### config.mk
export PLATFORM = sky130hd
export DESIGN_NAME = sct_reduce
export DESIGN_NICKNAME = d
export VERILOG_FILES = /design/src/rtl/sct_pkg.sv /design/src/rtl/sct_reduce.sv
export SDC_FILE = /design/constraint.sdc
export NUM_CORES = 2
export LEC_CHECK = 0
export ABC_AREA = 1
export BUFFER_PORTS_ARGS = -buffer_cell sky130_fd_sc_hd__buf_2
export CORE_ASPECT_RATIO = 0.75
export CORE_MARGIN = 10
export CORE_UTILIZATION = 55
export DETAILED_ROUTE_END_ITERATION = 6
export GPL_TIMING_DRIVEN = 0
export PLACE_DENSITY = 0.78
export SYNTH_ARGS = -nofsm -noshare
export SYNTH_HDL_FRONTEND = slang
export SYNTH_SLANG_ARGS = --single-unit
### constraint.sdc
create_clock -name i_clk -period 8.5 [get_ports i_clk]
set_clock_uncertainty 0.15 [all_clocks]
set_input_delay 0.85 -clock i_clk [delete_from_list [all_inputs] [get_ports i_clk]]
set_output_delay 0.85 -clock i_clk [all_outputs]
set_load 0.005 [all_outputs]
### src/rtl/sct_pkg.sv
`timescale 1ns / 1ps

package sct_pkg;

    // Series length and output format.
    localparam int NUM_TERMS        = 9;
    localparam int RESULT_FRAC_BITS = 30;

    // Port field widths.
    localparam int ANGLE_W = 32;
    localparam int VALUE_W = 32;

    // Range reduction: the Q16 angle is moved to Q44, so it is shifted by 28 bits.
    localparam int ANG_SCALE   = 28;
    localparam int TURN_W      = 48;
    localparam int U_W         = 61;
    localparam int TQ_W        = 14;
    localparam int RED_RECIP_W = 22;
    localparam int RED_SHIFT   = 40;
    localparam int RED_FRAC    = 44;

    // Series datapath.
    localparam int SERIES_FRAC = 30;
    localparam int SQ_FRAC     = 26;
    localparam int ANG_W       = 33;
    localparam int SQ_W        = 30;
    localparam int TERM_W      = 37;
    localparam int ACC_W       = 37;
    localparam int PRD_W       = 37;
    localparam int MAG_W       = 36;
    localparam int HALF_W      = 18;
    localparam int QUO_W       = 35;
    localparam int RCP_W       = 36;
    localparam int RCP_SHIFT   = 36;
    localparam int DIV_W       = 10;
    localparam int REM_W       = 12;
    localparam int OUT_SHIFT   = SERIES_FRAC - RESULT_FRAC_BITS;

    // Pi in Q44 (truncated), its double and its triple.
    localparam logic [TURN_W-1:0] HALF_TURN        = 48'h3243F6A8885A;
    localparam logic [TURN_W-1:0] FULL_TURN        = 48'h6487ED5110B4;
    localparam logic [TURN_W-1:0] THREE_HALF_TURNS = 48'h96CBE3F9990E;

    // 8192 whole turns: enough to make every shifted angle positive.
    localparam logic [U_W-1:0] TURN_OFFSET = {FULL_TURN, 13'b0};

    // floor(2^68 / FULL_TURN): never above the true reciprocal.
    localparam logic [RED_RECIP_W-1:0] RED_RECIP = 22'd2670176;

    // 1.0 in the series format.
    localparam logic signed [TERM_W-1:0] ONE_TERM =
        {{(TERM_W-SERIES_FRAC-1){1'b0}}, 1'b1, {SERIES_FRAC{1'b0}}};

    // Saturation limits of the scaled sum.
    localparam logic signed [ACC_W-1:0] SAT_POS =
        {{(ACC_W-1){1'b0}}, 1'b1} << RESULT_FRAC_BITS;
    localparam logic signed [ACC_W-1:0] SAT_NEG = -SAT_POS;

    // Control that travels alongside each word.
    typedef struct packed {
        logic valid;
        logic want_cos;
    } t_ctl;

    // Running state of the series for one word.
    typedef struct packed {
        logic signed [TERM_W-1:0] term;
        logic signed [ACC_W-1:0]  acc;
        logic [SQ_W-1:0]          sq;
    } t_series;

    // Divisors of one series step and their reciprocals.
    typedef struct packed {
        logic [DIV_W-1:0] div_sin;
        logic [DIV_W-1:0] div_cos;
        logic [RCP_W-1:0] rcp_sin;
        logic [RCP_W-1:0] rcp_cos;
    } t_divs;

    // Product of the two factorial factors that step idx divides by.
    function automatic logic [DIV_W-1:0] divisor(input logic want_cos, input int idx);
        int lo;
        lo = want_cos ? (2 * idx - 1) : (2 * idx);
        return DIV_W'(lo * (lo + 1));
    endfunction

endpackage

### src/rtl/sct_reduce.sv
`timescale 1ns / 1ps

module sct_reduce (
    input  logic                                i_clk,
    input  logic                                i_rst_n,
    input  logic                                i_en,
    input  logic                                i_valid,
    input  logic                                i_req_type,
    input  logic signed [sct_pkg::ANGLE_W-1:0] i_angle,
    output sct_pkg::t_ctl                       o_ctl,
    output sct_pkg::t_series                    o_ser
);

    sct_pkg::t_ctl r_ctl [1:6];

    logic [sct_pkg::U_W:0]                           a44;
    logic [sct_pkg::U_W:0]                           n_u;
    logic [sct_pkg::U_W-sct_pkg::ANG_SCALE+sct_pkg::RED_RECIP_W-1:0] red_prod;
    logic [sct_pkg::TQ_W+sct_pkg::TURN_W-1:0]        qft_prod;
    logic                                            big;
    logic [sct_pkg::TURN_W:0]                        v;
    logic signed [2*sct_pkg::ANG_W-1:0]              sq_prod;

    logic [sct_pkg::U_W-1:0]          r_u1;
    logic [sct_pkg::TURN_W-1:0]       r_ulow2;
    logic [sct_pkg::TQ_W-1:0]         r_qe2;
    logic [sct_pkg::TURN_W-1:0]       r_ulow3;
    logic [sct_pkg::TURN_W-1:0]       r_qft3;
    logic [sct_pkg::TURN_W-1:0]       r_rem4;
    logic signed [sct_pkg::ANG_W-1:0] r_ang5;
    sct_pkg::t_series                 r_ser6;

    // Valid bits and the selector move one stage per enabled cycle.
    always_ff @(posedge i_clk) begin
        if (!i_rst_n) begin
            for (int s = 1; s <= 6; s++) begin
                r_ctl[s] <= '0;
            end
        end else if (i_en) begin
            r_ctl[1].valid    <= i_valid;
            r_ctl[1].want_cos <= i_req_type;
            for (int s = 2; s <= 6; s++) begin
                r_ctl[s] <= r_ctl[s-1];
            end
        end
    end

    // Stage 1: angle to Q44, plus half a turn, plus whole turns to make it positive.
    assign a44 = {{(sct_pkg::U_W+1-sct_pkg::ANGLE_W-sct_pkg::ANG_SCALE){i_angle[
                    sct_pkg::ANGLE_W-1]}}, i_angle, {sct_pkg::ANG_SCALE{1'b0}}};
    assign n_u = a44 + {{(sct_pkg::U_W+1-sct_pkg::TURN_W){1'b0}}, sct_pkg::HALF_TURN}
                     + {1'b0, sct_pkg::TURN_OFFSET};

    // Stage 2: estimate of the turn count, low by at most one.
    assign red_prod = {{sct_pkg::RED_RECIP_W{1'b0}}, r_u1[sct_pkg::U_W-1:sct_pkg::ANG_SCALE]}
                    * {{(sct_pkg::U_W-sct_pkg::ANG_SCALE){1'b0}}, sct_pkg::RED_RECIP};

    // Stage 3: whole turns to take away. Only the low bits matter from here on.
    assign qft_prod = {{sct_pkg::TURN_W{1'b0}}, r_qe2}
                    * {{sct_pkg::TQ_W{1'b0}}, sct_pkg::FULL_TURN};

    // Stage 5: fold the remainder into one turn, remove the half turn and drop to Q30.
    assign big = (r_rem4 >= sct_pkg::FULL_TURN);
    assign v   = {1'b0, r_rem4}
               - {1'b0, big ? sct_pkg::THREE_HALF_TURNS : sct_pkg::HALF_TURN};

    // Stage 6: the square of the reduced angle and the first term.
    assign sq_prod = r_ang5 * r_ang5;

    always_ff @(posedge i_clk) begin
        if (i_en) begin
            r_u1    <= n_u[sct_pkg::U_W-1:0];
            r_qe2   <= red_prod[sct_pkg::RED_SHIFT+sct_pkg::TQ_W-1:sct_pkg::RED_SHIFT];
            r_ulow2 <= r_u1[sct_pkg::TURN_W-1:0];
            r_qft3  <= qft_prod[sct_pkg::TURN_W-1:0];
            r_ulow3 <= r_ulow2;
            r_rem4  <= r_ulow3 - r_qft3;
            r_ang5  <= v[sct_pkg::RED_FRAC-sct_pkg::SERIES_FRAC+sct_pkg::ANG_W-1:
                         sct_pkg::RED_FRAC-sct_pkg::SERIES_FRAC];
            r_ser6.sq   <= sq_prod[2*sct_pkg::SERIES_FRAC-sct_pkg::SQ_FRAC+sct_pkg::SQ_W-1:
                                   2*sct_pkg::SERIES_FRAC-sct_pkg::SQ_FRAC];
            r_ser6.term <= r_ctl[5].want_cos ? sct_pkg::ONE_TERM
                         : {{(sct_pkg::TERM_W-sct_pkg::ANG_W){r_ang5[sct_pkg::ANG_W-1]}},
                            r_ang5};
            r_ser6.acc  <= '0;
        end
    end

    assign o_ctl = r_ctl[6];
    assign o_ser = r_ser6;

endmodule

# [After elaboration in Yosys (flattened, before gate mapping)]
# Memories as Yosys holds them, arrays and structs flattened.
# Index checks and enable logic that the tools add are counted.
[op_classes] add_sub_neg=4 n_bitwise=7 n_mul=3 magnitude_cmp=1 n_mux=12
[op_table] operator="multiplier 33 x 33 -> 64 bit" n=1
[op_table] operator="adder 60 x 47 -> 61 bit, second input constant" n=1
[op_table] operator="adder 61 bit, second input constant" n=1
[op_table] operator="multiplier 33 x 17 -> 49 bit, second input constant" n=1
[op_table] operator=">= comparator 48 x 47 -> 1 bit, second input constant" n=1
[op_table] operator="subtractor 48 bit" n=1
[op_table] operator="subtractor 47 bit" n=1
[op_table] operator="multiplier 14 x 45 -> 46 bit, second input constant" n=1
[op_table] operator="2-to-1 mux 46 bit" n=1
[op_table] operator="2-to-1 mux 2 bit" n=5
[op_table] operator="bitwise OR 1 bit" n=7
[op_table] operator="2-to-1 mux 1 bit" n=6
[totals] register_bits=361 ramBits=12 in_bits=37 mem_count=1 out_inout_bits=106
[mem_list] name="r_ctl" depth=6 width=2 read_ports=6 rd_clocked_by_memory_dff=0 write_ports=6 line="sct_reduce.sv:14" source="sct_pkg::t_ctl r_ctl [1:6];"

# [Longest topological paths before layout]
[logic_depth] ltp_word=4 depth_mapped=33 ltp_nobuf=32

# [Worst setup path after synthesis]
# OpenSTA, ideal clock, no wires.
[synth_timing] path_kind="register -> register" from="register r_ang5[32] (netlist name)" to="register r_ser6, in the netlist o_ser[29] (data pin)" n_path_buf=2 arrival_ps=7146 setup_ps=252 t_required_ps=8098 stages_incl_launch_ff=29 slack_ps=952 path_cell_list="edfxtp_1 > buf_2 > buf_1 > nand2_1 > inv_1 > fa_1 > inv_1 > fa_1 > inv_1 > fa_1 > fa_1 > inv_1 > fa_1 > fa_1 > inv_1 > fa_1 > inv_1 > fa_1 > inv_1 > ha_1 > nand2_1 > nor3_1 > nand2_1 > nor2_1 > nand2_1 > nand2_1 > inv_1 > nand2_1 > nand2_1"
[synth_between] elab_chain_len=1
[synth_lines] element="start: declaration" line="sct_reduce.sv:30" source="logic signed [sct_pkg::ANG_W-1:0] r_ang5;"
[synth_lines] element="start signal: assignment" line="sct_reduce.sv:78" source="r_ang5 <= v[sct_pkg::RED_FRAC-sct_pkg::SERIES_FRAC+sct_pkg::ANG_W-1:"
[synth_lines] element="multiplier 33 x 33 -> 64 bit" line="sct_reduce.sv:68" source="assign sq_prod = r_ang5 * r_ang5;"
[synth_lines] element="net sq_prod (one bit)" line="sct_reduce.sv:22" source="logic signed [2*sct_pkg::ANG_W-1:0] sq_prod;"
[synth_lines] element="end: declaration" line="sct_reduce.sv:31" source="sct_pkg::t_series r_ser6;"
# The timed path passes the listed nets, and every way through them passes these cells.
# A chain may end at the register's enable or synchronous reset.

# [Worst setup path in the final report]
[layout_timing] from="register r_ang5[17] (netlist name)" to="register r_ser6, in the netlist o_ser[29] (data pin)"
# Same word-level chain as after synthesis.

==> results.toml <==
[global_routing]
grt_pass1_vias = 57700
grt_max_degree = 122
antenna_found_initial = 11
grt_usage_pct = 36.1
grt_pass1_wl_mm = 374
total_global_routing_overflow = 0

[sta]
final.setup.worst_slack_ps = 95.6
fmax_ghz = 0.119
report.final.hold_viol_count = 0
final-setup-viol-count = 0
tightestPinTransition_ps = 1320
final_min_period_over_clock_period_pct = 98.9
slew-limit-headroom_pct = 11.9
slew_violations = 0
period_minus_slack_ps = 8400

[finish]
fin_nets = 10700
layout.cells.most_common = "sky130_fd_sc_hd__inv_1"
n_fill_cell = 11400
postLayoutCellArea_um2 = 75000
stdcell_count = 10300
syn_to_final_growth_pct = 6.87
multi_input_comb_area_um2 = 51600
final_cell_mix = "2,491 x sky130_fd_sc_hd__inv_1, 1,736 x sky130_fd_sc_hd__nand2_1, 1,413 x sky130_fd_sc_hd__fa_1"
proportion_of_layout_cells_with_a_drive_suffix_above_1_pct = 5.67
ff_latch_area_um2 = 8620
post_layout_utilization_of_the_core_pct = 59.2

[yosys]
post_synth_num_cell_types = 54
synth-edff-count = 287
syn-cell-area_um2 = 70200
synth.yosys.seq_area_share_pct = 12.3
synthesis.instances = 8413
yosys_warn_count = 0
synth-async-reset-ratio_pct = 0
synth-main-ff-cell = "sky130_fd_sc_hd__edfxtp_1"
synth_area_per_inst_um2 = 8.34
ys_seq_elements = 287

[setup_path]
critical_path.endpoint_type = "flop"
worstSetupStartpoint = "r_ang5[17]$_DFFE_PP_"
startpoint_type = "flop"
data_required_time_of_the_critical_path_ps = 8760
r2r_start = "r_ang5[17]$_DFFE_PP_"
worst_path_class_setup = "flop to flop"
worst_ep_arrival_time_ps = 8670
critical_path_peak_fanout = 10

[route]
drtAntennaViolNets = 0
detail_route.wirelength_mm = 254
drtIter0Drc = 6870
detail_route.wl_per_cell_um = 24.6
route.detailed.drc = 0
firstDrtPassIters = 7
viasPerCell = 5.54
route.vias.total = 57200

[clock_network]
clock_tree.root_cell = "sky130_fd_sc_hd__clkbuf_16"
numCtsBuffers = 37
clkSlewWorstSetupHoldPaths_ps = 60
cts_htree_levels = 2
clockBufferDepth = 3
clock_latency_reported_for_the_late_side_of_the_worst_skew_pair_ps = 650
clock_tree_from_tritoncts = "yes"
post_cts_hold_buffer_count = 0
cts_num_sinks = 287

[worst_hold_path]
timing.hold.worst.class = "flop to flop"
worst_hold_startpoint = "r_ulow2[32]$_DFFE_PP_"

[outcome]
run_status = "finished clean"

[floorplanning]
num_rows = 113
core-area_um2 = 127000
die_height_um = 329
initial_core_util_pct = 55.4
die_x_um = 433
floorplan.die_area_um2 = 142000
design.portCount = 143

[placement]
placed_cells_incl_taps = 10200
total_of_buffers_placed_on_input_and_output_ports = 105
place_area_um2 = 73000
globalplace.congestion = 1.07
pre_cts_ws_ps = -1820
post_dp_hpwl_mm = 221

[job]
max_cap_viols = 0
-- flip-flops by register name, summed over array words and instances (netlist names) --
register	flops
r_ctl	12
r_qft3	46
r_u1	33
r_qe2	14
o_ser	63
r_rem4	46
r_ulow2	20
r_ulow3	20
r_ang5	33
-- critical path, cell delays in order, from the launching register on --
cell and delay (ps):
sky130_fd_sc_hd__edfxtp_1 380, sky130_fd_sc_hd__clkbuf_4 340, sky130_fd_sc_hd__buf_2 610, sky130_fd_sc_hd__nand2_1 200, sky130_fd_sc_hd__fa_1 520, sky130_fd_sc_hd__fa_1 510, sky130_fd_sc_hd__inv_1 60, sky130_fd_sc_hd__fa_1 460
sky130_fd_sc_hd__fa_1 550, sky130_fd_sc_hd__inv_1 50, sky130_fd_sc_hd__fa_1 500, sky130_fd_sc_hd__inv_1 60, sky130_fd_sc_hd__fa_1 540, sky130_fd_sc_hd__fa_1 510, sky130_fd_sc_hd__inv_1 50, sky130_fd_sc_hd__fa_1 550
sky130_fd_sc_hd__inv_1 70, sky130_fd_sc_hd__ha_1 310, sky130_fd_sc_hd__nand2_1 180, sky130_fd_sc_hd__inv_1 60, sky130_fd_sc_hd__a21oi_1 350, sky130_fd_sc_hd__nand2_1 170, sky130_fd_sc_hd__a21oi_2 370, sky130_fd_sc_hd__nand2_1 180
sky130_fd_sc_hd__nand2_1 120, sky130_fd_sc_hd__nand2_2 130, sky130_fd_sc_hd__nand3_1 100, sky130_fd_sc_hd__nand2_1 50
-- per-layer routing --
layer	track usage [%]	part of all wire, %	up-vias
met5	0	0.072	-
met4	8.56	2.7	6
met3	17.2	17	413
met2	44.8	36	3400
met1	55.3	45	28300
li1	-	-	25100
-- final timing paths --
check	cells after the start	end	slack, ps
worst max-delay path	27	o_ser[29]$_DFFE_PP_	100
worst min-delay path	0	r_ulow3[32]$_DFFE_PP_	260
worst max register to register	27	o_ser[29]$_DFFE_PP_	100
worst min register to register	0	r_ulow3[32]$_DFFE_PP_	260
-- timing repair --
action	4_1_cts	5_1_grt
setup endpoints to repair	30	28
buffers inserted	14	20
resized for setup	124	180
pin swaps	3	4
endpoints found under the hold margin	0	0
-- cell usage after synthesis (11+ instances only) --
cell	count	share of area (%)
sky130_fd_sc_hd__inv_1	2498	13
sky130_fd_sc_hd__nand2_1	1740	9.3
sky130_fd_sc_hd__fa_1	1418	40
sky130_fd_sc_hd__ha_1	613	11
sky130_fd_sc_hd__nor2_1	532	2.8
sky130_fd_sc_hd__edfxtp_1	287	12
sky130_fd_sc_hd__a21oi_1	251	1.8
sky130_fd_sc_hd__nand3_1	228	1.6
sky130_fd_sc_hd__o21ai_0	175	1.2
sky130_fd_sc_hd__clkbuf_1	132	0.71
sky130_fd_sc_hd__xor2_1	102	1.3
sky130_fd_sc_hd__nand4_1	93	0.83
sky130_fd_sc_hd__nor3_1	51	0.36
sky130_fd_sc_hd__buf_4	42	0.45
sky130_fd_sc_hd__o21bai_1	38	0.41
sky130_fd_sc_hd__xnor2_1	38	0.47
sky130_fd_sc_hd__inv_2	22	0.12
sky130_fd_sc_hd__nand2_2	16	0.14
sky130_fd_sc_hd__nor2_2	13	0.12
sky130_fd_sc_hd__o21ai_1	11	0.078
-- through the flow --
| step | TNS [ps] | hold slack, ps |
|---|---|---|
| after CTS | 0 | 267 |
| after detailed placement | -33980 | 256 |
| after global placement | -30710 | 253 |
| after global routing | -89.0 | 275 |
| final | 0 | 264 |
| after floorplan | 0 | 250 |
-- cells by family after synthesis --
group	after synthesis	synth area share, %
XOR/XNOR	140	1.75
buffers and inverters	2703	14.7
flip-flops	287	12.3
adder cells (fa/ha/maj)	2031	51.4
other	1	0.00534
AO/OA/AOI/OAI	526	4.08
AND/OR/NAND/NOR	2725	15.8
-- layout make-up --
cell class	count	share of cell area, %
inverter	2521	12.6
clock buffer	41	1.25
antenna	6	0.0200
multi-input combinational	5459	68.8
clock inverter	24	0.312
buffer	175	1.46
tap	1667	2.78
sequential	287	11.5
timing repair buffer	142	1.23
Power is not shown: default switching activity piles up to over one toggle a cycle in this logic, so the estimate is an artifact.
