### src/rtl/sct_pkg.sv
`timescale 1ns / 1ps

package sct_pkg;

    // Series length and output format.
    localparam int NUM_TERMS        = 9;
    localparam int RESULT_FRAC_BITS = 30;

    // Port field widths.
    localparam int ANGLE_W = 32;
    localparam int VALUE_W = 32;

    // Range reduction: the Q16 angle is moved to Q44, so it is shifted by 28 bits.
    localparam int ANG_SCALE   = 28;
    localparam int TURN_W      = 48;
    localparam int U_W         = 61;
    localparam int TQ_W        = 14;
    localparam int RED_RECIP_W = 22;
    localparam int RED_SHIFT   = 40;
    localparam int RED_FRAC    = 44;

    // Series datapath.
    localparam int SERIES_FRAC = 30;
    localparam int SQ_FRAC     = 26;
    localparam int ANG_W       = 33;
    localparam int SQ_W        = 30;
    localparam int TERM_W      = 37;
    localparam int ACC_W       = 37;
    localparam int PRD_W       = 37;
    localparam int MAG_W       = 36;
    localparam int HALF_W      = 18;
    localparam int QUO_W       = 35;
    localparam int RCP_W       = 36;
    localparam int RCP_SHIFT   = 36;
    localparam int DIV_W       = 10;
    localparam int REM_W       = 12;
    localparam int OUT_SHIFT   = SERIES_FRAC - RESULT_FRAC_BITS;

    // Pi in Q44 (truncated), its double and its triple.
    localparam logic [TURN_W-1:0] HALF_TURN        = 48'h3243F6A8885A;
    localparam logic [TURN_W-1:0] FULL_TURN        = 48'h6487ED5110B4;
    localparam logic [TURN_W-1:0] THREE_HALF_TURNS = 48'h96CBE3F9990E;

    // 8192 whole turns: enough to make every shifted angle positive.
    localparam logic [U_W-1:0] TURN_OFFSET = {FULL_TURN, 13'b0};

    // floor(2^68 / FULL_TURN): never above the true reciprocal.
    localparam logic [RED_RECIP_W-1:0] RED_RECIP = 22'd2670176;

    // 1.0 in the series format.
    localparam logic signed [TERM_W-1:0] ONE_TERM =
        {{(TERM_W-SERIES_FRAC-1){1'b0}}, 1'b1, {SERIES_FRAC{1'b0}}};

    // Saturation limits of the scaled sum.
    localparam logic signed [ACC_W-1:0] SAT_POS =
        {{(ACC_W-1){1'b0}}, 1'b1} << RESULT_FRAC_BITS;
    localparam logic signed [ACC_W-1:0] SAT_NEG = -SAT_POS;

    // Control that travels alongside each word.
    typedef struct packed {
        logic valid;
        logic want_cos;
    } t_ctl;

    // Running state of the series for one word.
    typedef struct packed {
        logic signed [TERM_W-1:0] term;
        logic signed [ACC_W-1:0]  acc;
        logic [SQ_W-1:0]          sq;
    } t_series;

    // Divisors of one series step and their reciprocals.
    typedef struct packed {
        logic [DIV_W-1:0] div_sin;
        logic [DIV_W-1:0] div_cos;
        logic [RCP_W-1:0] rcp_sin;
        logic [RCP_W-1:0] rcp_cos;
    } t_divs;

    // Product of the two factorial factors that step idx divides by.
    function automatic logic [DIV_W-1:0] divisor(input logic want_cos, input int idx);
        int lo;
        lo = want_cos ? (2 * idx - 1) : (2 * idx);
        return DIV_W'(lo * (lo + 1));
    endfunction

endpackage

### src/rtl/sct_out.sv
`timescale 1ns / 1ps

module sct_out (
    input  logic                                i_clk,
    input  logic                                i_rst_n,
    input  sct_pkg::t_ctl                       i_ctl,
    input  logic signed [sct_pkg::TERM_W-1:0]   i_term,
    input  logic signed [sct_pkg::ACC_W-1:0]    i_acc,
    input  logic                                i_ready,
    output logic                                o_en,
    output logic                                o_valid,
    output logic signed [sct_pkg::VALUE_W-1:0]  o_value
);

    logic                               r_sum_v;
    logic signed [sct_pkg::ACC_W-1:0]   r_sum;
    logic [1:0]                         r_cnt;
    logic [1:0]                         n_cnt;
    logic signed [sct_pkg::VALUE_W-1:0] r_head;
    logic signed [sct_pkg::VALUE_W-1:0] r_tail;

    logic                               en;
    logic                               push;
    logic                               pop;
    logic signed [sct_pkg::ACC_W-1:0]   scaled;
    logic signed [sct_pkg::ACC_W-1:0]   sat;

    // The pipeline moves while the output buffer has a free slot.
    assign en   = (r_cnt != 2'd2);
    assign push = en && r_sum_v;
    assign pop  = o_valid && i_ready;

    // Scale to the output format and saturate to plus or minus one.
    assign scaled = r_sum >>> sct_pkg::OUT_SHIFT;

    always_comb begin
        priority if (scaled > sct_pkg::SAT_POS) begin
            sat = sct_pkg::SAT_POS;
        end else if (scaled < sct_pkg::SAT_NEG) begin
            sat = sct_pkg::SAT_NEG;
        end else begin
            sat = scaled;
        end
    end

    // Occupancy of the two-word output buffer.
    always_comb begin
        n_cnt = r_cnt;
        if (push && !pop) begin
            n_cnt = r_cnt + 2'd1;
        end else if (!push && pop) begin
            n_cnt = r_cnt - 2'd1;
        end
    end

    always_ff @(posedge i_clk) begin
        if (!i_rst_n) begin
            r_sum_v <= 1'b0;
            r_cnt   <= '0;
        end else begin
            if (en) begin
                r_sum_v <= i_ctl.valid;
            end
            r_cnt <= n_cnt;
        end
    end

    // Final add of the last term, then the buffer words.
    always_ff @(posedge i_clk) begin
        if (en) begin
            r_sum <= i_acc + i_term;
        end
        unique case ({push, pop})
            2'b10: begin
                if (r_cnt == 2'd0) begin
                    r_head <= sat[sct_pkg::VALUE_W-1:0];
                end else begin
                    r_tail <= sat[sct_pkg::VALUE_W-1:0];
                end
            end
            2'b01: begin
                r_head <= r_tail;
            end
            2'b11: begin
                if (r_cnt == 2'd1) begin
                    r_head <= sat[sct_pkg::VALUE_W-1:0];
                end else begin
                    r_head <= r_tail;
                    r_tail <= sat[sct_pkg::VALUE_W-1:0];
                end
            end
            default: begin
            end
        endcase
    end

    assign o_en    = en;
    assign o_valid = (r_cnt != 2'd0);
    assign o_value = r_head;

endmodule

### config.mk
export PLATFORM = sky130hd
export DESIGN_NAME = sct_out
export DESIGN_NICKNAME = d
export VERILOG_FILES = /design/src/rtl/sct_pkg.sv /design/src/rtl/sct_out.sv
export SDC_FILE = /design/constraint.sdc
export NUM_CORES = 1
export LEC_CHECK = 0
export ABC_AREA = 1
export ABC_CLOCK_PERIOD_IN_PS = 5300
export BUFFER_PORTS_ARGS = -buffer_cell sky130_fd_sc_hd__buf_2
export CORE_MARGIN = 4
export CORE_UTILIZATION = 59
export CTS_BUF_LIST = sky130_fd_sc_hd__clkbuf_8
export DETAILED_ROUTE_END_ITERATION = 6
export PLACE_DENSITY_LB_ADDON = 0.12
export SLEW_MARGIN = 20
export SYNTH_ARGS = -nofsm -noshare
export SYNTH_HDL_FRONTEND = slang
export SYNTH_SLANG_ARGS = --single-unit
export TNS_END_PERCENT = 50
### constraint.sdc
create_clock -name i_clk -period 5.3 [get_ports i_clk]
set_input_delay 0.265 -clock i_clk [delete_from_list [all_inputs] [get_ports i_clk]]
set_output_delay 0.265 -clock i_clk [all_outputs]
set_load 0.005 [all_outputs]
# Yosys cells after proc, flatten, opt, wreduce, memory -nomap -nowiden
# Cells that the tools add are included.
# classes
muxes	10
order_cmp	2
reduce_logical	13
n_eq_ne	8
add_sub_neg	3
# op_table
cell	n
$mux 32	6
$pmux 32 s3	1
$pmux 32 s2	1
$add 37x37->37	1
$gt 37x32->1 const B	1
$lt 37x31->1 const B	1
$ne 2x2->1 const B	4
$reduce_bool 2->1	3
$eq 2x1->1 const B	2
$eq 2x2->1 const B	2
$logic_and 1x1->1	4
$mux 2	2
$reduce_and 3->1	1
$reduce_bool 3->1	1
$add 2x1->2 const B	1
$logic_not 1->1	2
$logic_not 2->1	1
$reduce_and 2->1	1
$sub 2x1->2 const B	1
# word_totals
ff_bits	104
input_bits	79
out_inout_bits	34

# Logic depth before layout (Yosys ltp)
# Gate-level depths: netlist of run 1.
# logic_depth
ltp_word	6
ltp_mapped	13

# Worst setup path after synthesis of run 1
# OpenSTA, ideal clock, no wires.
# synth_path
kind	register -> register
startpoint	register r_cnt[0]
endpoint	register r_tail[0] (netlist name) (enable)
t_required_ns	4.830
n_path_buf	0
setup_time_ns	0.470
synth_period_minus_slack_ns	4.008
slack_ns	1.292
arrival_ns	3.538
stages_incl_launch_ff	9
cell_sequence	dfxtp_1 -> inv_1 -> ha_1 -> inv_1 -> nand2_1 -> inv_1 -> ha_1 -> nor2_1 -> a211oi_1
# synth_via
elab_chain_len	5
# synth_rtl
element	line_no	rtl
start, declared	sct_out.sv:17	logic [1:0] r_cnt;
start signal, assigned	sct_out.sv:64	r_cnt <= n_cnt;
$reduce_bool 2->1 (*)	sct_out.sv:98	assign o_valid = (r_cnt != 2'd0);
via o_valid	sct_out.sv:11	output logic o_valid,
$logic_and 1x1->1 (*)	sct_out.sv:31	assign pop = o_valid && i_ready;
$eq 2x2->1	sct_out.sv:73	unique case ({push, pop})
$ne 2x2->1 (no line) or $reduce_bool 2->1 (tied branches)	n/a	
$reduce_and 3->1 (no line) (*)	n/a	
end signal, assigned	sct_out.sv:78	r_tail <= sat[sct_pkg::VALUE_W-1:0];
end signal, assigned	sct_out.sv:89	r_tail <= sat[sct_pkg::VALUE_W-1:0];
end, declared	sct_out.sv:20	logic signed [sct_pkg::VALUE_W-1:0] r_tail;
# The timed path passes the listed nets; every way through them passes the cells marked *.
# A chain may end at the register's enable or synchronous reset.

# Worst setup path in the final report of run 1
# layout_path
startpoint	register r_cnt[0]
endpoint	register r_head (netlist bit o_value[21]) (data pin)
# layout_via
elab_chain_len	4
# layout_rtl
element	line_no	rtl
$ne 2x2->1 or $reduce_bool 2->1 (tied branches)	sct_out.sv:29, sct_out.sv:98	
$logic_and 1x1->1 (on tied branches)	sct_out.sv:30, sct_out.sv:31	
$eq 2x2->1 or $eq 2x1->1 (tied branches)	sct_out.sv:73	
$pmux 32 s3 (*)	sct_out.sv:73	
end signal, assigned	sct_out.sv:76	r_head <= sat[sct_pkg::VALUE_W-1:0];
end signal, assigned	sct_out.sv:82	r_head <= r_tail;
end signal, assigned	sct_out.sv:86	r_head <= sat[sct_pkg::VALUE_W-1:0];
end, declared	sct_out.sv:19	logic signed [sct_pkg::VALUE_W-1:0] r_head;
# Mark *: on every way between the ends. The rest lies on a longest branch, timed or not.

==> results.md, run 1 <==
- Clk Latency, worst-skew pair: 0.36 ns
- Fin area: 7930 um^2
- Setup TNS: 0 ns
- TritonCTS buffer count: 9
- Hold Crit Depth: 3
- Crit. End Element: flop
- Place WS: 2.60 ns
- Router iterations before antenna repair: 5
- CP Launch Type: flop
- Cell row count: 39
- Initial core utilization: between 60 and 70%
- IO Pins: approximately 110
- Avg Inst Size Synth: 7.84 um^2
- Post-synth top area cell: edfxtp_1
- Clock sinks: approximately 100
- CTS tree: done
- Die height: between 100 and 150 um
- P&R area growth vs syn: 12.3%
- Reg2reg path depth: 12
- H-tree Lvls: 3
- Largest net degree at the start of global routing: 47
- Placeable Area: 11600 um^2
- Number of global-route vias before repair: 5582
- Avg WL per Cell: roughly 13 um
- Clk slew on worst S/H paths: about 0.09 ns
- CTS Hold Bufs: 0
- DR vias: approximately 5900
- Slew margin rel.: 27.7%
- Crit path cell chain: inv_1 -> ha_1 -> inv_1 -> nand2_1 -> inv_1 -> ha_1 -> nand2_1 -> inv_1 -> nor2_1 -> inv_1 -> nand3_1 -> nand2_1
- Multi-input logic area: about 3400 um^2
- Max Cap Viol: 0
- Synth area leaders: edfxtp_1 43%, nand2_1 17%, ha_1 7.4%
- Final worst path period need: 2.71 ns
- Nets: 1132
- CTS resizes: 0
- Crit-path max FO: 31
- Initial antenna violation count: 0
- Static Leak: between 0.004 and 0.005 uW
- Sequential area share after synthesis: 43.8%
- Crit-path max cell delay: just under 0.8 ns
- Post-synth top area share: 42.9%
- Clock skew: 0.00824 ns
- Mapped cell area: 7060 um^2
- Pwr dens: 400 nW/um^2
- Worst path most repeated cell: inv_1
- Worst path slowest cell: inv_1
- Grt total ovfl: 0
- Die Width: 117 um
- Syn Nets: ~1000
- Vias/cell: about 5
- Period Utilization, post-route: approximately half
- Most frequent cells in the layout: 314 x nand2_1, 128 x inv_1, 111 x buf_2
- VDD IR max: roughly 160 uV
- Filler cells: approximately 1000
- Port Buffer Count: approximately 110
- Antenna Nets Post-Route: 0
- Antenna Cells: 0
- Share of layout cells above drive strength 1: between 15 and 20%
- Fin worst setup slack: 2.59 ns
- DR DRC count: 0
- Synth Register Bits: about 100
- Layout Utilization: 68.6%
- Register area: 3090 um^2
- WL final: 14700 um
- Worst-margin pin slew: 1.08 ns
- Initial drt markers: ~400
- Cell Area, Placed: just under 8000 um^2
- First-pass GRT wire length: roughly 25000 um
- F_max: roughly 0.37 GHz
- Unique masters post-synth: 38
- Hold Crit Class: primary input to flop
- Clock Tree Root: clkbuf_8
- Status: complete, no violations
- Hpwl dp: around 12000 um
- Clock tree buffer depth: 2
- Unrepaired setup endpoints after global routing: no
- Final setup vio count: 0
- Yosys Warn Count: 0
- Crit path required time: 5.52 ns
- Final Hold Fails: 0
- GP Congestion: between 0.9 and 1
- Die ar.: between 10000 and 15000 um^2
- Most common cell after layout, fill and taps aside: nand2_1
- GRT Resource Usage Total: a little over a fifth
- CP arrival: 2.93 ns
- Final Slew Violations: 0
- Setup CP Type: flop to flop
- Post-CTS setup buffer count: 0
- Mapped Cells: roughly 900
power by group:
part | internal (uW) | leakage (uW) | switching (uW)
sequential | 1360 | 0.00102 | 138
combinational | 400 | 0.00286 | 770
clock | 259 | 0.000114 | 245
total | 2020 | 0.00400 | 1150
per-layer routing:
| layer | part of all wire, % | GRT usage [%] |
|---|---|---|
| met2 | 47 | 36.6 |
| met1 | 47 | 29.1 |
| met3 | 5.1 | 2.60 |
| met5 | 0 | 0 |
| met4 | 1.3 | 6.30 |
metrics by stage:
| step | hold WS (ns) | power (uW) | std cells |
|---|---|---|---|
| floorplan | 0.403 | 2350 | 901 |
| global placement | 0.439 | 2660 | 1142 |
| global route | 0.143 | 3410 | 1158 |
| detailed placement | 0.454 | 2690 | 1142 |
| finish | 0.156 | 3180 | 1158 |
| CTS | 0.141 | 3190 | 1158 |
worst paths after layout:
path / start / slack (ns) / end
setup / recovery: r_cnt[0]$_SDFFE_PN0P_ / 2.59 / o_value[21]$_DFFE_PP_
hold / removal: i_rst_n / 0.16 / r_cnt[1]$_SDFFE_PN0P_
setup reg to reg: r_cnt[0]$_SDFFE_PN0P_ / 2.59 / o_value[21]$_DFFE_PP_
hold reg to reg: r_sum_v$_SDFFE_PN0N_ / 0.46 / r_sum_v$_SDFFE_PN0N_
cell usage after synthesis (all sizes together):
library cell / number
nand3b: 15
nand2b: 2
ha: 42
o21ai: 19
a211oi: 1
inv: 130
nor2: 95
xnor2: 6
dfxtp: 3
edfxtp: 101
nor3: 13
a31oi: 4
buf: 12
a21oi: 48
o211ai: 1
nor4: 1
o21a: 2
and2: 4
o21bai: 3
fa: 1
clkbuf: 4
nand4: 7
nand2: 328
xor2: 15
nand3: 43
or2: 1
cell families (layout without fill, tap and decap cells):
group,after synthesis,count (layout),synth area share [%]
buffers and inverters,146,260,8.41
AOI/OAI and AO/OA,78,78,5.85
xor gates and xnor gates,21,21,2.60
DFF,104,104,43.8
and+or+nand+nor,509,509,31.6
adders and majority gates,43,43,7.72
critical path: cells and delay by family, from the launching register on:
kind,cells,cell delay [ns]
fa+ha+maj,2,0.43
buf+inv,5,1.20
flops,1,0.38
simple gates,5,0.56
cell type report:
class / instances / area share, %
clock buffers: 9 / 1.56
clock inverters: 7 / 1.01
inverters: 130 / 6.15
multi-input cells: 651 / 42.8
flip-flops and latches: 104 / 39.0
well taps: 143 / 2.26
repair buffers: 114 / 7.29
registers in the layout, summed over array words and instances, names as in the netlist:
signal and flops:
r_tail 32, r_cnt 2, r_sum 37, o_value 32, r_sum_v 1
No activity file was read; power rests on OpenSTA's default activity.
==> run 2, diff against run 1 <==
--- a/config.mk
+++ b/config.mk
@@ -5,11 +5,11 @@
 export SDC_FILE = /design/constraint.sdc
 export NUM_CORES = 1
 export LEC_CHECK = 0
-export ABC_AREA = 1
-export ABC_CLOCK_PERIOD_IN_PS = 5300
+export ABC_AREA = 0
+export ABC_CLOCK_PERIOD_IN_PS = 2650
 export BUFFER_PORTS_ARGS = -buffer_cell sky130_fd_sc_hd__buf_2
 export CORE_MARGIN = 4
-export CORE_UTILIZATION = 59
+export CORE_UTILIZATION = 57
 export CTS_BUF_LIST = sky130_fd_sc_hd__clkbuf_8
 export DETAILED_ROUTE_END_ITERATION = 6
 export PLACE_DENSITY_LB_ADDON = 0.12
==> constraint.sdc (replaced) <==
create_clock -name i_clk -period 2.65 [get_ports i_clk]
set_input_delay 0.1325 -clock i_clk [delete_from_list [all_inputs] [get_ports i_clk]]
set_output_delay 0.1325 -clock i_clk [all_outputs]
set_load 0.005 [all_outputs]
==> run 2 against run 1 <==
Net effect: worst setup slack got worse by 2.3 ns; via count is 29% lower; clock power rose by 84%; first-iteration DRC count shrank 35%; largest cell class is now flip-flops and latches; highest routed layer unchanged.
==> results.md, run 2 <==
- Critical hold path startpoint: i_ctl[1] (was i_rst_n)
- Synth Register Bits: 104 (unchanged)
- Clock sinks: 104 (unchanged)
- GP Congestion: 0.888 (was 0.905)
- Port Buffer Count: 111 (unchanged)
- Hold Path End: r_sum_v$_SDFFE_PN0N_ (was r_cnt[1]$_SDFFE_PN0P_)
- Final worst path period need: 2.35 ns (was 2.71 ns)
- Worst-margin pin slew: 0.935 ns (was 1.08 ns)
- Slew margin rel.: 37.7% (was 27.7%)
- Grt total ovfl: 0 (unchanged)
- Final Slew Violations: 0 (unchanged)
- Top-count cell post-synth: edfxtp_1 (was nand2_1)
- IO Pins: 113 (unchanged)
- Status: complete, no violations (unchanged)
- P&R area growth vs syn: 18.5% (was 12.3%)
- Die height: 108 um (was 117 um)
- Clock skew: 0.00797 ns (was 0.00824 ns)
- Biggest register: r_sum (unchanged)
- Post-Synth Simple-Gate Area: 10.7% (was 31.6%)
- Compound-Gate Fraction of Synth Area: 18.1% (was 5.85%)
- Max reg flops: 37 (unchanged)
- Mux share of post-synthesis cell area: 0.175% (was 0%)
- GRT Resource Usage Total: 20.6% (was 21.5%)
- Power, Total: 4980 uW (was 3180 uW)
- Flop-to-flop setup slack: 0.30 ns (was 2.59 ns)
- Cell row count: 36 (was 39)
- Reg2reg path depth: 8 (was 12)
- Initial drt markers: 256 (was 394)
- Clk slew on worst S/H paths: 0.09 ns (about the same)
- Crit-path max FO: 16 (was 31)
- CP Launch Type: flop (unchanged)
- Period Utilization, post-route: 88.5% (was 51.1%)
- Synth top cells by count: 101 x edfxtp_1, 42 x ha_1, 37 x a21oi_1, 32 x a22o_1, 32 x nor2b_1 (was 314 x nand2_1, 125 x inv_1, 101 x edfxtp_1, 81 x nor2_1, 48 x a21oi_1)
- Most common cell after layout, fill and taps aside: buf_2 (was nand2_1)
- Reg2reg end: o_value[10]$_DFFE_PP_ (was o_value[21]$_DFFE_PP_)
- F_max: 0.426 GHz (was 0.369 GHz)
- TritonCTS buffer count: 9 (unchanged)
- First-pass GRT wire length: 19100 um (was 24900 um)
- CTS tree: done (unchanged)
- Static Leak: 0.00277 uW (was 0.00400 uW)
- Layout Utilization: 69.4% (was 68.6%)
- Filler cells: 755 (was 1018)
- Clock Tree Root: clkbuf_8 (unchanged)
- Sequential area share after synthesis: 54.0% (was 43.8%)
- Crit path required time: 2.86 ns (was 5.52 ns)
- EDFF count, synth: 101 (unchanged)
- Placeable Area: 9770 um^2 (was 11600 um^2)
- Hold Crit Depth: 3 (unchanged)
- WL final: 11600 um (was 14700 um)
- Syn Nets: 594 (was 1023)
- H-tree Lvls: 3 (unchanged)
- Mapped Cells: 472 (was 901)
- Final setup vio count: 0 (unchanged)
- Post-synth top area share: 53.0% (was 42.9%)
- Nets: 719 (was 1132)
- Most frequent cells in the layout: 111 x buf_2, 101 x edfxtp_1, 39 x ha_1 (was 314 x nand2_1, 128 x inv_1, 111 x buf_2)
- Clock tree buffer depth: 2 (unchanged)
- Crit. End Element: flop (unchanged)
- CP arrival: 2.56 ns (was 2.93 ns)
- Avg WL per Cell: 15.8 um (was 12.7 um)
- Initial antenna violation count: 0 (unchanged)
- Final Hold Fails: 0 (unchanged)
- Largest family of logic cells by synthesized area: compound AO/OA/AOI/OAI gates (was simple AND/OR/NAND/NOR gates)
- Vias/cell: 5.68 (was 5.08)
- Post-synth top area cell: edfxtp_1 (unchanged)
- Avg Inst Size Synth: 12.1 um^2 (was 7.84 um^2)
- Top_reg_cell synth: edfxtp_1 (unchanged)
- Share of layout cells above drive strength 1: 27.5% (was 16.9%)
- Antenna Nets Post-Route: 0 (unchanged)
- Unrepaired setup endpoints after global routing: no (unchanged)
- Initial core utilization: 58.6% (was 61.1%)
- Number of global-route vias before repair: 4066 (was 5582)
- Worst r2r src: r_sum[23]$_DFFE_PN_ (was r_cnt[0]$_SDFFE_PN0P_)
- Setup CP Type: flop to flop (unchanged)
- Synth area leaders: edfxtp_1 53%, ha_1 9.2%, a22o_1 4.9% (was edfxtp_1 43%, nand2_1 17%, ha_1 7.4%)
- Post-Synth XOR/XNOR Area: 5.66% (was 2.60%)
- Synth Area in Adders: 9.53% (was 7.72%)
- Unique masters post-synth: 50 (was 38)
- Hpwl dp: 8970 um (was 11800 um)
- Pwr dens: 734 nW/um^2 (was 400 nW/um^2)
- DR vias: 4171 (was 5886)
- Antenna Cells: 0 (unchanged)
- Hold Crit Class: primary input to flop (unchanged)
- Die ar.: 11700 um^2 (was 13800 um^2)
- Largest net degree at the start of global routing: 39 (was 47)
- VDD IR max: 363 uV (was 162 uV)
- Yosys Warn Count: 0 (unchanged)
- Clk Latency, worst-skew pair: 0.35 ns (was 0.36 ns)
- DR DRC count: 0 (unchanged)
- Ys async rst share: 0% (unchanged)
- Max Cap Viol: 0 (unchanged)
- Mapped cell area: 5730 um^2 (was 7060 um^2)
- Router iterations before antenna repair: 5 (unchanged)
- Die Width: 108 um (was 117 um)
- Post-CTS setup buffer count: 0 (unchanged)
-- run 2: where the power goes --
part	leakage [uW]	internal, uW	switching (uW)
Sequential	0.00102	2430	263
Combinational	0.00166	595	773
Clock	0.0000848	426	498
-- run 2: cells by family (layout without fill, tap and decap cells) --
family                     Yosys count  after routing
adders and majority gates           43             43
buffers and inverters               26            155
AOI/OAI and AO/OA                  142            142
xor gates and xnor gates            37             37
muxes                                1              1
DFF                                104            104
and+or+nand+nor                    119            119
-- run 2: worst max path at each step --
| stage | from | endpoint | slack, ns | cells after the start |
|---|---|---|---|---|
| final | r_sum[23]$_DFFE_PN_ | o_value[10]$_DFFE_PP_ | 0.30 | 8 |
| after detailed placement | i_term[0] | r_sum[36]$_DFFE_PN_ | -0.03 | 11 |
| after global routing | r_sum[23]$_DFFE_PN_ | o_value[16]$_DFFE_PP_ | 0.1 | 8 |
| after global placement | i_term[0] | r_sum[34]$_DFFE_PN_ | 0.06 | 11 |
| after floorplan | r_cnt[0]$_SDFFE_PN0P_ | r_tail[0]$_DFFE_PP_ | 0.03 | 9 |
| after CTS | r_sum[23]$_DFFE_PN_ | o_value[16]$_DFFE_PP_ | 0.25 | 8 |
-- run 2: through the flow --
stage	TNS, ns	cells	setup WS, ns	hold WS, ns	area, um^2
finish	0	734	0.305	0.0429	6780
global route	0	734	0.0997	0.0708	6780
CTS	0	734	0.254	0.0339	6780
global placement	0	718	0.0555	0.358	6590
floorplan	0	472	0.0281	0.254	5780
detailed placement	-0.0546	718	-0.0267	0.364	6590
-- run 2: final cells by class --
class	count	area (um^2)	area share, %
clock buffer	9	124	1.83
clock inverter	6	61.3	0.904
inverter	12	48.8	0.719
multi-input combinational	342	2590	38.2
sequential	104	3090	45.6
tap	133	166	2.45
timing repair buffer	128	698	10.3
-- run 2: what timing repair did --
item | 4_1_cts | 5_1_grt
hold endpoints to repair | 3 | 0
gates resized for setup | 0 | 0
hold buffers | 1 | 0
-- run 2: critical path: stages (launching register included) --
cell and delay (ns):
edfxtp_1 0.43, nor4_1 0.40, nand4_1 0.18, nor4_1 0.31, a41o_1 0.23, a21oi_2 0.08
a21oi_2 0.15, buf_4 0.23, a22o_1 0.19
-- run 2: metal layers --
layer / GRT usage [%] / vias up / wire length, um
li1: - / 2058 / -
met1: 28.7 / 1976 / 5270
met2: 34.2 / 127 / 5550
met3: 2.63 / 10 / 688
met4: 5.68 / 0 / 121
met5: 0 / - / 0
